## config.mk

```make
export PLATFORM = sky130hd
export DESIGN_NAME = crlf_line_assembler
export DESIGN_NICKNAME = d
export VERILOG_FILES = /design/src/sv/cla_pkg.sv /design/src/sv/cla_ram.sv /design/src/sv/cla_ctrl.sv /design/src/sv/cla_out.sv /design/src/sv/crlf_line_assembler.sv
export SDC_FILE = /design/constraint.sdc
export NUM_CORES = 1
export LEC_CHECK = 0
export BUFFER_PORTS_ARGS = -buffer_cell sky130_fd_sc_hd__buf_2
export CAP_MARGIN = 10
export CORE_MARGIN = 2
export CORE_UTILIZATION = 40
export CTS_BUF_LIST = sky130_fd_sc_hd__clkbuf_8
export DETAILED_ROUTE_END_ITERATION = 12
export SYNTH_ARGS = -nofsm -noshare
export SYNTH_HDL_FRONTEND = slang
export SYNTH_SLANG_ARGS = --single-unit
```

## constraint.sdc

```tcl
create_clock -name clk -period 2.45 [get_ports clk]
set_input_delay 0 -clock clk [delete_from_list [all_inputs] [get_ports clk]]
set_output_delay 0 -clock clk [all_outputs]
set_load 0.1 [all_outputs]
```

## src/sv/cla_pkg.sv

```systemverilog
`timescale 1ns / 1ps
// ----------------------------------------------------------------------------
// cla_pkg
// Shared types and constants of the CR LF line assembler.
// ----------------------------------------------------------------------------
package cla_pkg;

	localparam int LINE_STORE_DEPTH = 64;
	localparam int BYTE_W           = 8;

	localparam logic [BYTE_W-1:0] CHAR_CR = 8'h0d;
	localparam logic [BYTE_W-1:0] CHAR_LF = 8'h0a;

	typedef enum logic {
		ST_COLLECT,
		ST_DRAIN
	} state_t;

	// control from the sequencer to the output stage
	typedef struct packed {
		logic rd_issue;    // a store read goes out this cycle
		logic rd_last;     // that read fetches the final byte of the line
		logic emit_empty;  // load the empty-line result
	} ctl_t;

	// status from the output stage back to the sequencer
	typedef struct packed {
		logic rd_ok;  // read stage is free next cycle
		logic in_ok;  // read stage empty and output register free next cycle
	} out_st_t;

endpackage

```

## src/sv/cla_ram.sv

```systemverilog
`timescale 1ns / 1ps
// ----------------------------------------------------------------------------
// cla_ram
// Generic single-write, single-read RAM with registered read data.
// ----------------------------------------------------------------------------
module cla_ram #(
	parameter int WIDTH = 8,
	parameter int DEPTH = 64
) (
	input  logic                     clk,
	input  logic                     we,
	input  logic [$clog2(DEPTH)-1:0] waddr,
	input  logic [WIDTH-1:0]         wdata,
	input  logic                     re,
	input  logic [$clog2(DEPTH)-1:0] raddr,
	output logic [WIDTH-1:0]         rdata
);

	logic [WIDTH-1:0] mem [DEPTH];

	always_ff @(posedge clk) begin
		if (we) begin
			mem[waddr] <= wdata;
		end
		if (re) begin
			rdata <= mem[raddr];
		end
	end

endmodule

```

## src/sv/cla_ctrl.sv

```systemverilog
`timescale 1ns / 1ps
// ----------------------------------------------------------------------------
// cla_ctrl
// Collect/drain sequencer: stores line bytes, tracks CR, issues store reads.
// ----------------------------------------------------------------------------
module cla_ctrl #(
	parameter int DEPTH = cla_pkg::LINE_STORE_DEPTH
) (
	input  logic                        clk,
	input  logic                        arst_n,
	input  logic                        s_tvalid,
	output logic                        s_tready,
	input  logic [cla_pkg::BYTE_W-1:0]  s_tdata,
	input  cla_pkg::out_st_t            stat,
	output cla_pkg::ctl_t               ctl,
	output logic                        ram_we,
	output logic [$clog2(DEPTH)-1:0]    ram_waddr,
	output logic [cla_pkg::BYTE_W-1:0]  ram_wdata,
	output logic                        ram_re,
	output logic [$clog2(DEPTH)-1:0]    ram_raddr
);

	localparam int AW = $clog2(DEPTH);
	localparam logic [AW-1:0] CNT_MAX = AW'(DEPTH - 1);

	cla_pkg::state_t state_q, state_d;
	logic [AW-1:0]   count_q;
	logic [AW-1:0]   rd_ptr_q;
	logic            cr_q;
	logic            accept;
	logic            is_lf;
	logic            is_cr;
	logic            rd_at_last;

	assign accept     = s_tvalid && s_tready;
	assign is_lf      = (s_tdata == cla_pkg::CHAR_LF);
	assign is_cr      = (s_tdata == cla_pkg::CHAR_CR);
	assign rd_at_last = (rd_ptr_q == count_q - 1'b1);

	// next state
	always_comb begin
		state_d = state_q;
		case (state_q)
			cla_pkg::ST_COLLECT: begin
				if (accept && cr_q && is_lf && (count_q != '0)) begin
					state_d = cla_pkg::ST_DRAIN;
				end
			end
			cla_pkg::ST_DRAIN: begin
				if (ctl.rd_issue && rd_at_last) begin
					state_d = cla_pkg::ST_COLLECT;
				end
			end
			default: state_d = cla_pkg::ST_COLLECT;
		endcase
	end

	// outputs
	always_comb begin
		s_tready       = 1'b0;
		ctl.rd_issue   = 1'b0;
		ctl.rd_last    = 1'b0;
		ctl.emit_empty = 1'b0;
		ram_we         = 1'b0;
		case (state_q)
			cla_pkg::ST_COLLECT: begin
				s_tready       = stat.in_ok;
				ctl.emit_empty = accept && cr_q && is_lf && (count_q == '0);
				ram_we         = accept && !cr_q && !is_cr;
			end
			cla_pkg::ST_DRAIN: begin
				ctl.rd_issue = stat.rd_ok;
				ctl.rd_last  = rd_at_last;
			end
			default: begin
				s_tready = 1'b0;
			end
		endcase
	end

	assign ram_waddr = count_q;
	assign ram_wdata = s_tdata;
	assign ram_re    = ctl.rd_issue;
	assign ram_raddr = rd_ptr_q;

	always_ff @(posedge clk or negedge arst_n) begin
		if (!arst_n) begin
			state_q  <= cla_pkg::ST_COLLECT;
			count_q  <= '0;
			rd_ptr_q <= '0;
			cr_q     <= 1'b0;
		end else begin
			state_q <= state_d;
			if (accept) begin
				if (cr_q) begin
					// LF closes the line; anything else drops it
					cr_q     <= 1'b0;
					rd_ptr_q <= '0;
					if (!is_lf) begin
						count_q <= '0;
					end
				end else if (is_cr) begin
					cr_q <= 1'b1;
				end else begin
					// a full store drops the line
					count_q <= (count_q == CNT_MAX) ? '0 : count_q + 1'b1;
				end
			end
			if (ctl.rd_issue) begin
				rd_ptr_q <= rd_ptr_q + 1'b1;
				if (rd_at_last) begin
					count_q <= '0;
				end
			end
		end
	end

	a_drain_nonzero: assert property (@(posedge clk) disable iff (!arst_n)
		state_q == cla_pkg::ST_DRAIN |-> count_q != '0)
		else $error("drain with empty line store");

	a_rd_in_range: assert property (@(posedge clk) disable iff (!arst_n)
		ctl.rd_issue |-> rd_ptr_q < count_q)
		else $error("store read beyond stored bytes");

	a_no_write_in_drain: assert property (@(posedge clk) disable iff (!arst_n)
		ram_we |-> state_q == cla_pkg::ST_COLLECT && !ram_re)
		else $error("store write overlaps drain");

endmodule

```

## src/sv/cla_out.sv

```systemverilog
`timescale 1ns / 1ps
// ----------------------------------------------------------------------------
// cla_out
// Read-data stage and output register of the line assembler.
// ----------------------------------------------------------------------------
module cla_out (
	input  logic                       clk,
	input  logic                       arst_n,
	input  cla_pkg::ctl_t              ctl,
	input  logic [cla_pkg::BYTE_W-1:0] ram_rdata,
	output cla_pkg::out_st_t           stat,
	output logic                       m_tvalid,
	input  logic                       m_tready,
	output logic [cla_pkg::BYTE_W-1:0] m_tdata,
	output logic                       m_tlast,
	output logic                       m_tuser
);

	logic s1_v_q;
	logic s1_last_q;
	logic m_free;
	logic move;

	assign m_free = !m_tvalid || m_tready;
	assign move   = s1_v_q && m_free;

	assign stat.rd_ok = !s1_v_q || move;
	assign stat.in_ok = !s1_v_q && m_free;

	// read stage: RAM data holds while no new read is issued
	always_ff @(posedge clk or negedge arst_n) begin
		if (!arst_n) begin
			s1_v_q <= 1'b0;
		end else if (ctl.rd_issue) begin
			s1_v_q <= 1'b1;
		end else if (move) begin
			s1_v_q <= 1'b0;
		end
	end

	always_ff @(posedge clk) begin
		if (ctl.rd_issue) begin
			s1_last_q <= ctl.rd_last;
		end
	end

	always_ff @(posedge clk or negedge arst_n) begin
		if (!arst_n) begin
			m_tvalid <= 1'b0;
		end else if (move || ctl.emit_empty) begin
			m_tvalid <= 1'b1;
		end else if (m_tready) begin
			m_tvalid <= 1'b0;
		end
	end

	always_ff @(posedge clk) begin
		if (move) begin
			m_tdata <= ram_rdata;
			m_tlast <= s1_last_q;
			m_tuser <= 1'b0;
		end else if (ctl.emit_empty) begin
			m_tdata <= '0;
			m_tlast <= 1'b1;
			m_tuser <= 1'b1;
		end
	end

	a_empty_alone: assert property (@(posedge clk) disable iff (!arst_n)
		ctl.emit_empty |-> !s1_v_q && m_free)
		else $error("empty-line result collides with pending data");

	a_issue_room: assert property (@(posedge clk) disable iff (!arst_n)
		ctl.rd_issue |-> !s1_v_q || move)
		else $error("read issued into a stalled stage");

	a_s1_hold: assert property (@(posedge clk) disable iff (!arst_n)
		s1_v_q && !move |=> s1_v_q)
		else $error("read stage lost data");

endmodule

```

## src/sv/crlf_line_assembler.sv

```systemverilog
`timescale 1ns / 1ps
// ----------------------------------------------------------------------------
// crlf_line_assembler
// Assembles received bytes into lines ended by CR LF and streams them out.
// ----------------------------------------------------------------------------
//
//  channel  | dir | tdata           | tlast | tuser
//  ---------+-----+-----------------+-------+------------
//  s_       | in  | [7:0] rx_byte   | -     | -
//  m_       | out | [7:0] line_byte | last  | empty_line
//
//  Flow: one received byte per cycle while collecting and intake is not held.
//  A CR LF closing a line of N bytes stalls intake while the line store is read
//  out one byte per cycle unless backpressure holds it; each byte passes the
//  store read and the read stage; an empty line's single result skips both.
//  Reset: arst_n clears the byte count, the CR flag, the sequencer and the
//  output valid; the line store is not cleared (only written entries are read).
//  Stalls: m_tready backpressure holds the output register, the read stage and
//  the store reads without losing data; intake is held while the read stage
//  holds a byte or the output register holds a transaction not being taken.
//
module crlf_line_assembler #(
	parameter int LINE_STORE_DEPTH = cla_pkg::LINE_STORE_DEPTH
) (
	input  logic                       clk,
	input  logic                       arst_n,
	input  logic                       s_tvalid,
	output logic                       s_tready,
	input  logic [cla_pkg::BYTE_W-1:0] s_tdata,   // [7:0] rx_byte
	output logic                       m_tvalid,
	input  logic                       m_tready,
	output logic [cla_pkg::BYTE_W-1:0] m_tdata,   // [7:0] line_byte
	output logic                       m_tlast,
	output logic                       m_tuser    // [0] empty_line
);

	localparam int AW = $clog2(LINE_STORE_DEPTH);

	cla_pkg::ctl_t              ctl;
	cla_pkg::out_st_t           stat;
	logic                       ram_we;
	logic [AW-1:0]              ram_waddr;
	logic [cla_pkg::BYTE_W-1:0] ram_wdata;
	logic                       ram_re;
	logic [AW-1:0]              ram_raddr;
	logic [cla_pkg::BYTE_W-1:0] ram_rdata;

	// sequencer: store bytes, watch for CR LF, walk the store on drain
	cla_ctrl #(
		.DEPTH(LINE_STORE_DEPTH)
	) u_ctrl (
		.clk      (clk),
		.arst_n   (arst_n),
		.s_tvalid (s_tvalid),
		.s_tready (s_tready),
		.s_tdata  (s_tdata),
		.stat     (stat),
		.ctl      (ctl),
		.ram_we   (ram_we),
		.ram_waddr(ram_waddr),
		.ram_wdata(ram_wdata),
		.ram_re   (ram_re),
		.ram_raddr(ram_raddr)
	);

	// line store
	cla_ram #(
		.WIDTH(cla_pkg::BYTE_W),
		.DEPTH(LINE_STORE_DEPTH)
	) u_store (
		.clk  (clk),
		.we   (ram_we),
		.waddr(ram_waddr),
		.wdata(ram_wdata),
		.re   (ram_re),
		.raddr(ram_raddr),
		.rdata(ram_rdata)
	);

	// hold read data and present each transaction on the master side
	cla_out u_out (
		.clk      (clk),
		.arst_n   (arst_n),
		.ctl      (ctl),
		.ram_rdata(ram_rdata),
		.stat     (stat),
		.m_tvalid (m_tvalid),
		.m_tready (m_tready),
		.m_tdata  (m_tdata),
		.m_tlast  (m_tlast),
		.m_tuser  (m_tuser)
	);

endmodule

```

==> flow_summary.ini, run 1 <==
[clocking]
cts.htree.levels = 3
cts_buffers = 87
clock-root-buffer = sky130_fd_sc_hd__clkbuf_8
tritoncts = done
clock-sinks = 547
clock_tree.buffer_depth = 3
clk_transition_reported_paths_ns = 0.07
clkLatencyLatePin_ns = 0.66

[setup_path]
crit_type = reg -> reg
timing.critical_path.required_ns = 2.86
cp-end-kind = flop
critPathArrivalTime_ns = 2.82
setup.worst_path.start_class = flop
worst-path-max-fanout = 9

[grt]
pin_count_of_the_biggest_net_entering_global_routing = 65
antenna_found_initial = 1
wire_length_of_the_first_global_routing_pass_um = 74710
grt.total_usage_pct = 18.41
grt_pass1_vias = 11280
gr-total-overflow = 0

[die]
core_outline_area_um2 = 53600
die-width_um = 236.2
io_pins = 24
floorplan.initialDensity_pct = 40.24
row_count = 85
dieHeight_um = 236.2
area_of_the_die_um2 = 55790

[logic_synthesis]
synth_compound_area_share_pct = 2.407
synth_fp_nets = 1068
dominantRegCellSynth = sky130_fd_sc_hd__edfxtp_1
synth.area.mux_share_pct = 15.44
synth_cell_type_count = 56
synthAdderAreaFrac_pct = 0.1740
synth-seq-cells = 547
synth_area_per_cell_um2 = 20.48
synth_xor_area_share_pct = 0.4061
netlist_area_um2 = 21570
synth_warnings = 0
synth_edf_count = 530
largest_family_of_logic_cells_by_synthesized_area = multiplexers
simple_gate_portion_of_the_synthesized_area_pct = 4.177
post_synth_inst_count = 1053
async_flop_share_pct = 2.925
seq_area_frac_synth_pct = 75.74

[sta]
timing_hold_violations_final = 0
finalMaxSlewViolations = 0
worst-slew-pin-transition_ns = 0.8388
finalWorstPathRequiredPeriod_ns = 2.409
worst_clock_skew_ns = 0.02846
maxClockFrequency_mhz = 415.1
final.setup.tns_ns = 0
max_slew_margin_pct = 43.89
finalSetupViolations = 0
min_period_over_period_pct = 98.33

[pwr]
power_density_nw_per_um2 = 782.3
p_leak_nw = 8.261
irDropWorstVdd_v = 0.0003335

[placed_design]
gp_routability_congestion = 0.8993
detailed_place.area_um2 = 23580
total_of_buffers_placed_on_input_and_output_ports = 23
dpl.cell_count = 1856
post_dp_hpwl_um = 32290

[final_layout]
post_layout_nonfiller_instances = 2042
area_overhead_of_the_layout_relative_to_synthesis_pct = 19.14
design.final.nets = 1294
fraction_of_layout_cells_with_a_size_suffix_above_1_pct = 36.06
filler_cell_count = 4471
postLayoutCellArea_um2 = 25700

[drt]
routed_wirelength_um = 50690
drtAntennaViolNets = 0
drt-wirelength-per-cell_um = 24.82
route.vias.total = 11130
detailedRoute.firstIterationViolations = 939
first_pass_iters = 5
remaining_drc_errors = 0
routed_via_density = 5.449

[outcome]
run_status = complete, no violations

[worst_hold_path]
timing.hold.worst.class = in -> reg

[job]
cap_violations = 0
## placed cells by master (no fill, tap or decap), types with 3 or more instances in the layout
master / Yosys / final
sky130_fd_sc_hd__buf_2: 18 / 23
sky130_fd_sc_hd__nor2_2: 0 / 16
sky130_fd_sc_hd__a211oi_1: 5 / 4
sky130_fd_sc_hd__o41ai_1: 5 / 5
sky130_fd_sc_hd__o21ai_1: 8 / 11
sky130_fd_sc_hd__and2_1: 3 / 3
sky130_fd_sc_hd__clkbuf_8: 0 / 89
sky130_fd_sc_hd__dfrtp_1: 16 / 12
sky130_fd_sc_hd__nor2_1: 79 / 63
sky130_fd_sc_hd__xnor2_1: 4 / 4
sky130_fd_sc_hd__xor2_1: 6 / 6
sky130_fd_sc_hd__mux4_2: 139 / 139
sky130_fd_sc_hd__dfrtp_4: 0 / 3
sky130_fd_sc_hd__and3_1: 11 / 11
sky130_fd_sc_hd__nor2b_1: 8 / 8
sky130_fd_sc_hd__edfxtp_1: 530 / 530
sky130_fd_sc_hd__mux2i_1: 20 / 19
sky130_fd_sc_hd__nand3_1: 23 / 16
sky130_fd_sc_hd__nor3_2: 2 / 3
sky130_fd_sc_hd__nand3_2: 0 / 7
sky130_fd_sc_hd__nand2b_1: 10 / 10
sky130_fd_sc_hd__nand3b_1: 3 / 3
sky130_fd_sc_hd__buf_4: 6 / 144
sky130_fd_sc_hd__dlygate4sd3_1: 0 / 12
sky130_fd_sc_hd__bufinv_16: 0 / 7
sky130_fd_sc_hd__inv_1: 7 / 24
sky130_fd_sc_hd__nand4_1: 5 / 5
sky130_fd_sc_hd__o21ai_0: 14 / 11
sky130_fd_sc_hd__clkinvlp_4: 0 / 3
sky130_fd_sc_hd__ha_1: 3 / 3
sky130_fd_sc_hd__clkinv_2: 0 / 19
sky130_fd_sc_hd__nand2_1: 22 / 22
sky130_fd_sc_hd__clkinv_1: 2 / 20
sky130_fd_sc_hd__or3_1: 7 / 7
sky130_fd_sc_hd__o22ai_1: 9 / 9
sky130_fd_sc_hd__a221oi_1: 10 / 8
sky130_fd_sc_hd__buf_12: 0 / 16
sky130_fd_sc_hd__a21oi_1: 7 / 7
## timing repair
action | in CTS | in global routing
endpoints found under the setup margin | 1 | 230
hold endpoints to repair | 150 | 0
hold buffers | 12 | 0
pin swaps | 0 | 2
buffers inserted | 1 | 15
gates cloned | 0 | 2
resized for setup | 1 | 23
## worst paths after layout
check | startpoint | endpoint | slack, ns | depth (start not counted)
setup / recovery | u_ctrl.ram_raddr[0] | u_store.rdata[3] | 0.04 | 7
hold / removal | s_tdata[7] | u_ctrl.cr_q | 0.09 | 5
setup reg to reg | u_ctrl.ram_raddr[0] | u_store.rdata[3] | 0.04 | 7
hold reg to reg | u_out.m_tuser | u_out.m_tuser | 0.47 | 2
max in group asynchronous | arst_n | u_ctrl.ram_raddr[2] | 1.23 | 3
min in group asynchronous | arst_n | u_ctrl.ram_waddr[5] | 0.60 | 3
## cell usage after synthesis, drive strengths merged (2+ instances only)
library cell | n | area share, %
mux4 | 139 | 15
a41oi | 2 | 0.081
a211oi | 5 | 0.17
o21ai | 22 | 0.51
edfxtp | 530 | 74
nand4 | 5 | 0.15
nand3b | 3 | 0.10
a21oi | 7 | 0.16
o31ai | 2 | 0.13
mux2i | 20 | 0.93
o22ai | 9 | 0.26
nand3 | 23 | 0.53
o21bai | 2 | 0.070
clkinv | 2 | 0.035
a221oi | 10 | 0.41
nor2b | 8 | 0.23
xor2 | 6 | 0.24
nor4 | 3 | 0.087
a31oi | 2 | 0.058
nand2b | 10 | 0.29
inv | 8 | 0.14
nor2 | 79 | 1.4
nor3 | 6 | 0.19
or3 | 7 | 0.20
dfrtp | 16 | 1.9
clkbuf | 25 | 0.44
xnor2 | 4 | 0.16
nand2 | 22 | 0.38
and3 | 11 | 0.32
buf | 38 | 1.0
ha | 3 | 0.17
and2 | 3 | 0.087
o41ai | 5 | 0.20
## per-stage QoR
stage / utilization [%] / power (mW) / setup slack [ns] / hold slack (ns)
after CTS: 47.40 / 20.25 / 0.01248 / 0.03776
final: 47.94 / 20.10 / 0.04089 / 0.08955
after global placement: 43.99 / 12.52 / -0.003677 / -0.04685
after global routing: 47.94 / 20.85 / -0.002386 / 0.1015
after detailed placement: 43.99 / 12.55 / -0.01964 / -0.03433
after floorplan: - / 11.77 / -0.1041 / -0.2956
## final cells by class
| type | count | area, um2 | area share (%) |
|---|---|---|---|
| antenna | 1 | 2.502 | 0.009739 |
| tap | 696 | 870.8 | 3.389 |
| timing repair buffer | 200 | 1740 | 6.773 |
| inverter | 10 | 37.54 | 0.1461 |
| clock inverter | 66 | 476.7 | 1.855 |
| multi-input combinational | 433 | 4995 | 19.44 |
| clock buffer | 89 | 1225 | 4.767 |
| sequential | 547 | 16350 | 63.62 |
## flip-flops by register name, summed over array words and instances (netlist names)
| register | flops |
|---|---|
| u_out.m_tdata | 8 |
| u_out.m_tuser | 1 |
| u_out.m_tlast | 1 |
| u_out.s1_v_q | 1 |
| u_ctrl.state_q | 1 |
| u_ctrl.ram_raddr | 6 |
| u_out.m_tvalid | 1 |
| u_store.mem | 512 |
| u_store.rdata | 8 |
| u_ctrl.cr_q | 1 |
| u_out.s1_last_q | 1 |
| u_ctrl.ram_waddr | 6 |
## critical path: stages, from the launching register on
cell                       delay (ns)
sky130_fd_sc_hd__dfrtp_4         0.51
sky130_fd_sc_hd__buf_12          0.14
sky130_fd_sc_hd__buf_12          0.14
sky130_fd_sc_hd__mux4_2          0.43
sky130_fd_sc_hd__a221oi_1        0.45
sky130_fd_sc_hd__o21ai_1         0.22
sky130_fd_sc_hd__nand3_1         0.19
sky130_fd_sc_hd__o41ai_1         0.09
## power by group
| group | internal, mW | switching [mW] |
|---|---|---|
| clock | 4.14 | 3.55 |
| combinational | 0.627 | 1.10 |
| sequential | 10.6 | 0.137 |
## routing by layer
metal | vias to the layer above | part of all wire (%) | track usage (%)
met2 | 377 | 47 | 28.53
met5 | - | 0 | 0
met3 | 88 | 6.2 | 3.417
met4 | 0 | 2.4 | 6.367
li1 | 4813 | - | -
met1 | 5848 | 44 | 26.35
## logic make-up after synthesis
| family | Yosys count |
|---|---|
| AO/OA/AOI/OAI | 75 |
| buffers and inverters | 73 |
| XOR/XNOR | 10 |
| multiplexers | 159 |
| flip-flops | 547 |
| adder cells (fa/ha/maj) | 3 |
| AND/OR/NAND/NOR | 186 |
No activity file was read; power rests on OpenSTA's default activity.
==> run 2, diff against run 1 <==
clock period = 2.99 ns   (was 2.45 ns; I/O delays follow)
==> run 2 against run 1 <==
Hold slack better by 0.0055 ns. Clock power is 24% lower. Largest power group unchanged. Sequential share of layout area is 2.2 points higher. Sequential power is 18% lower. Non-clock buffer count is 56 lower. Setup slack better by 0.20 ns. Cell area is 3.3% lower. Core utilization is 1.6 points lower. Final cell count is 2.9% lower. Combinational power is 26% lower. Global-route usage is 0.64 points lower. Via count is 2.8% lower.
==> flow_summary.ini, run 2 (same netlist as run 1, synthesis figures left out) <==
[outcome]
run_status = complete, no violations

[drt]
remaining_drc_errors = 0
routed_via_density = 5.457
first_pass_iters = 7
routed_wirelength_um = 48600
detailedRoute.firstIterationViolations = 1057
drt-wirelength-per-cell_um = 24.52
route.vias.total = 10820
drtAntennaViolNets = 0

[sta]
finalSetupViolations = 0
maxClockFrequency_mhz = 364.2
finalWorstPathRequiredPeriod_ns = 2.746
worst_path_setup_slack_after_routing_ns = 0.2444
finalMaxSlewViolations = 0
final.setup.tns_ns = 0
worst_clock_skew_ns = 0.03161
max_slew_margin_pct = 43.36
timing_hold_violations_final = 0
worst-slew-pin-transition_ns = 0.8479
rsz0062_at_grt = no
min_period_over_period_pct = 91.83

[placed_design]
dpl.cell_count = 1819
place_worst_setup_slack_ns = 0.2980
total_of_buffers_placed_on_input_and_output_ports = 23
post_dp_hpwl_um = 30710
gp_routability_congestion = 0.8511

[clocking]
clock-root-buffer = sky130_fd_sc_hd__clkbuf_8
clock_tree.buffer_depth = 3
tritoncts = done
clk_transition_reported_paths_ns = 0.06
clock-sinks = 547
clkLatencyLatePin_ns = 0.66
cts.htree.levels = 3
cts_buffers = 88
post_cts_resize_count = 0

[setup_path]
crit_type = reg -> reg
setup.worst_path.start_class = flop
worst-path-max-fanout = 37
max_stage_delay_ns = 0.59
timing.critical_path.slowest_stage_cell = sky130_fd_sc_hd__mux4_2
cp_cell_sequence = buf_12, mux4_2, a221oi_1, o21ai_0, nand3_1, o41ai_1
cp-end-kind = flop
critPathArrivalTime_ns = 3.11
timing.critical_path.required_ns = 3.35

[job]
cap_violations = 0

[final_layout]
area_overhead_of_the_layout_relative_to_synthesis_pct = 15.22
design.final.nets = 1239
finalCoreUtilization_pct = 46.36
seq_area_um2 = 16350
largest_reg_by_ff_count = u_store.mem
multi_input_area_um2 = 4881
most-common-layout-cells = sky130_fd_sc_hd__edfxtp_1, sky130_fd_sc_hd__mux4_2, sky130_fd_sc_hd__buf_4
filler_cell_count = 4559
fraction_of_layout_cells_with_a_size_suffix_above_1_pct = 30.51
post_layout_nonfiller_instances = 1982
layout.cells.most_common = sky130_fd_sc_hd__edfxtp_1
largest_register_ff_count = 512
largest_registers = u_store.mem x512, u_out.m_tdata x8, u_store.rdata x8

[grt]
grt_pass1_vias = 11110
pin_count_of_the_biggest_net_entering_global_routing = 65
gr-total-overflow = 0
wire_length_of_the_first_global_routing_pass_um = 72230
grt.total_usage_pct = 17.76
antenna_found_initial = 0

[die]
area_of_the_die_um2 = 55790
die-width_um = 236.2
row_count = 85
core_outline_area_um2 = 53600
io_pins = 24
dieHeight_um = 236.2
floorplan.initialDensity_pct = 40.24

[pwr]
p_total_mw = 15.85
p_leak_nw = 7.854
power_density_nw_per_um2 = 637.8
irDropWorstVdd_v = 0.0002944

[worst_hold_path]
timing.hold.worst.class = in -> reg
[run 2: cell types whose count changed in the layout (fill, tap and decap cells not counted), moves of 7 or more]
cell,previous run,this run
sky130_fd_sc_hd__nor2_2,16,0
sky130_fd_sc_hd__buf_12,16,8
sky130_fd_sc_hd__buf_4,144,102
sky130_fd_sc_hd__nand3_2,7,0
sky130_fd_sc_hd__nand3_1,16,23
sky130_fd_sc_hd__nor2_1,63,79
[run 2: metal layers]
| layer | routed length, um | GRT usage, % |
|---|---|---|
| met2 | 22720 | 27.41 |
| met3 | 4057 | 4.880 |
| met4 | 900 | 4.776 |
| met1 | 20920 | 25.04 |
| met5 | 0 | 0 |
[run 2: timing repair]
action                                 CTS  global route
hold buffers                            11             0
endpoints found under the hold margin  111             0
buffers inserted                         0             0
[run 2: worst paths after layout]
check	startpoint	endpoint	slack, ns	cells past startpoint
max	u_ctrl.ram_raddr[0]	u_store.rdata[1]	0.24	6
min	s_tdata[6]	u_store.mem[51][6]	0.1	2
max reg2reg	u_ctrl.ram_raddr[0]	u_store.rdata[1]	0.24	6
min reg2reg	u_out.m_tuser	u_out.m_tuser	0.49	2
max in group asynchronous	arst_n	u_ctrl.ram_raddr[1]	1.70	3
min in group asynchronous	arst_n	u_ctrl.state_q	0.67	3
[run 2: area by class of cell]
type                    count  area share (%)
diodes                      1         0.01007
clock buffers              89           4.929
clock inverters            62           1.354
inverters                  10          0.1510
multi-input cells         433           19.64
flip-flops and latches    547           65.78
well taps                 696           3.504
repair buffers            144           4.632
[run 2: per-stage QoR]
| stage | instance area [um2] | hold slack (ns) |
|---|---|---|
| final | 24850 | 0.09507 |
| after global routing | 24850 | 0.1066 |
| after CTS | 24850 | 0.06670 |
| after detailed placement | 23180 | -0.04277 |
| after global placement | 23180 | -0.04430 |
| after floorplan | 21570 | -0.2956 |
[run 2: power by group]
group	leakage, nW	internal [mW]	total (mW)	switching (mW)
logic	2.00	0.437	1.28	0.842
registers	4.98	8.65	8.77	0.117
clock network	0.871	2.95	5.80	2.85
total	7.85	12.0	15.9	3.81
[run 2: worst max-delay path, delay by kind of cell, from the launching register on]
| family | cells | cell delay, ns |
|---|---|---|
| AO/OA/AOI/OAI | 3 | 0.90 |
| multiplexers | 1 | 0.59 |
| flip-flops | 1 | 0.45 |
| buffers and inverters | 1 | 0.28 |
| AND/OR/NAND/NOR | 1 | 0.21 |
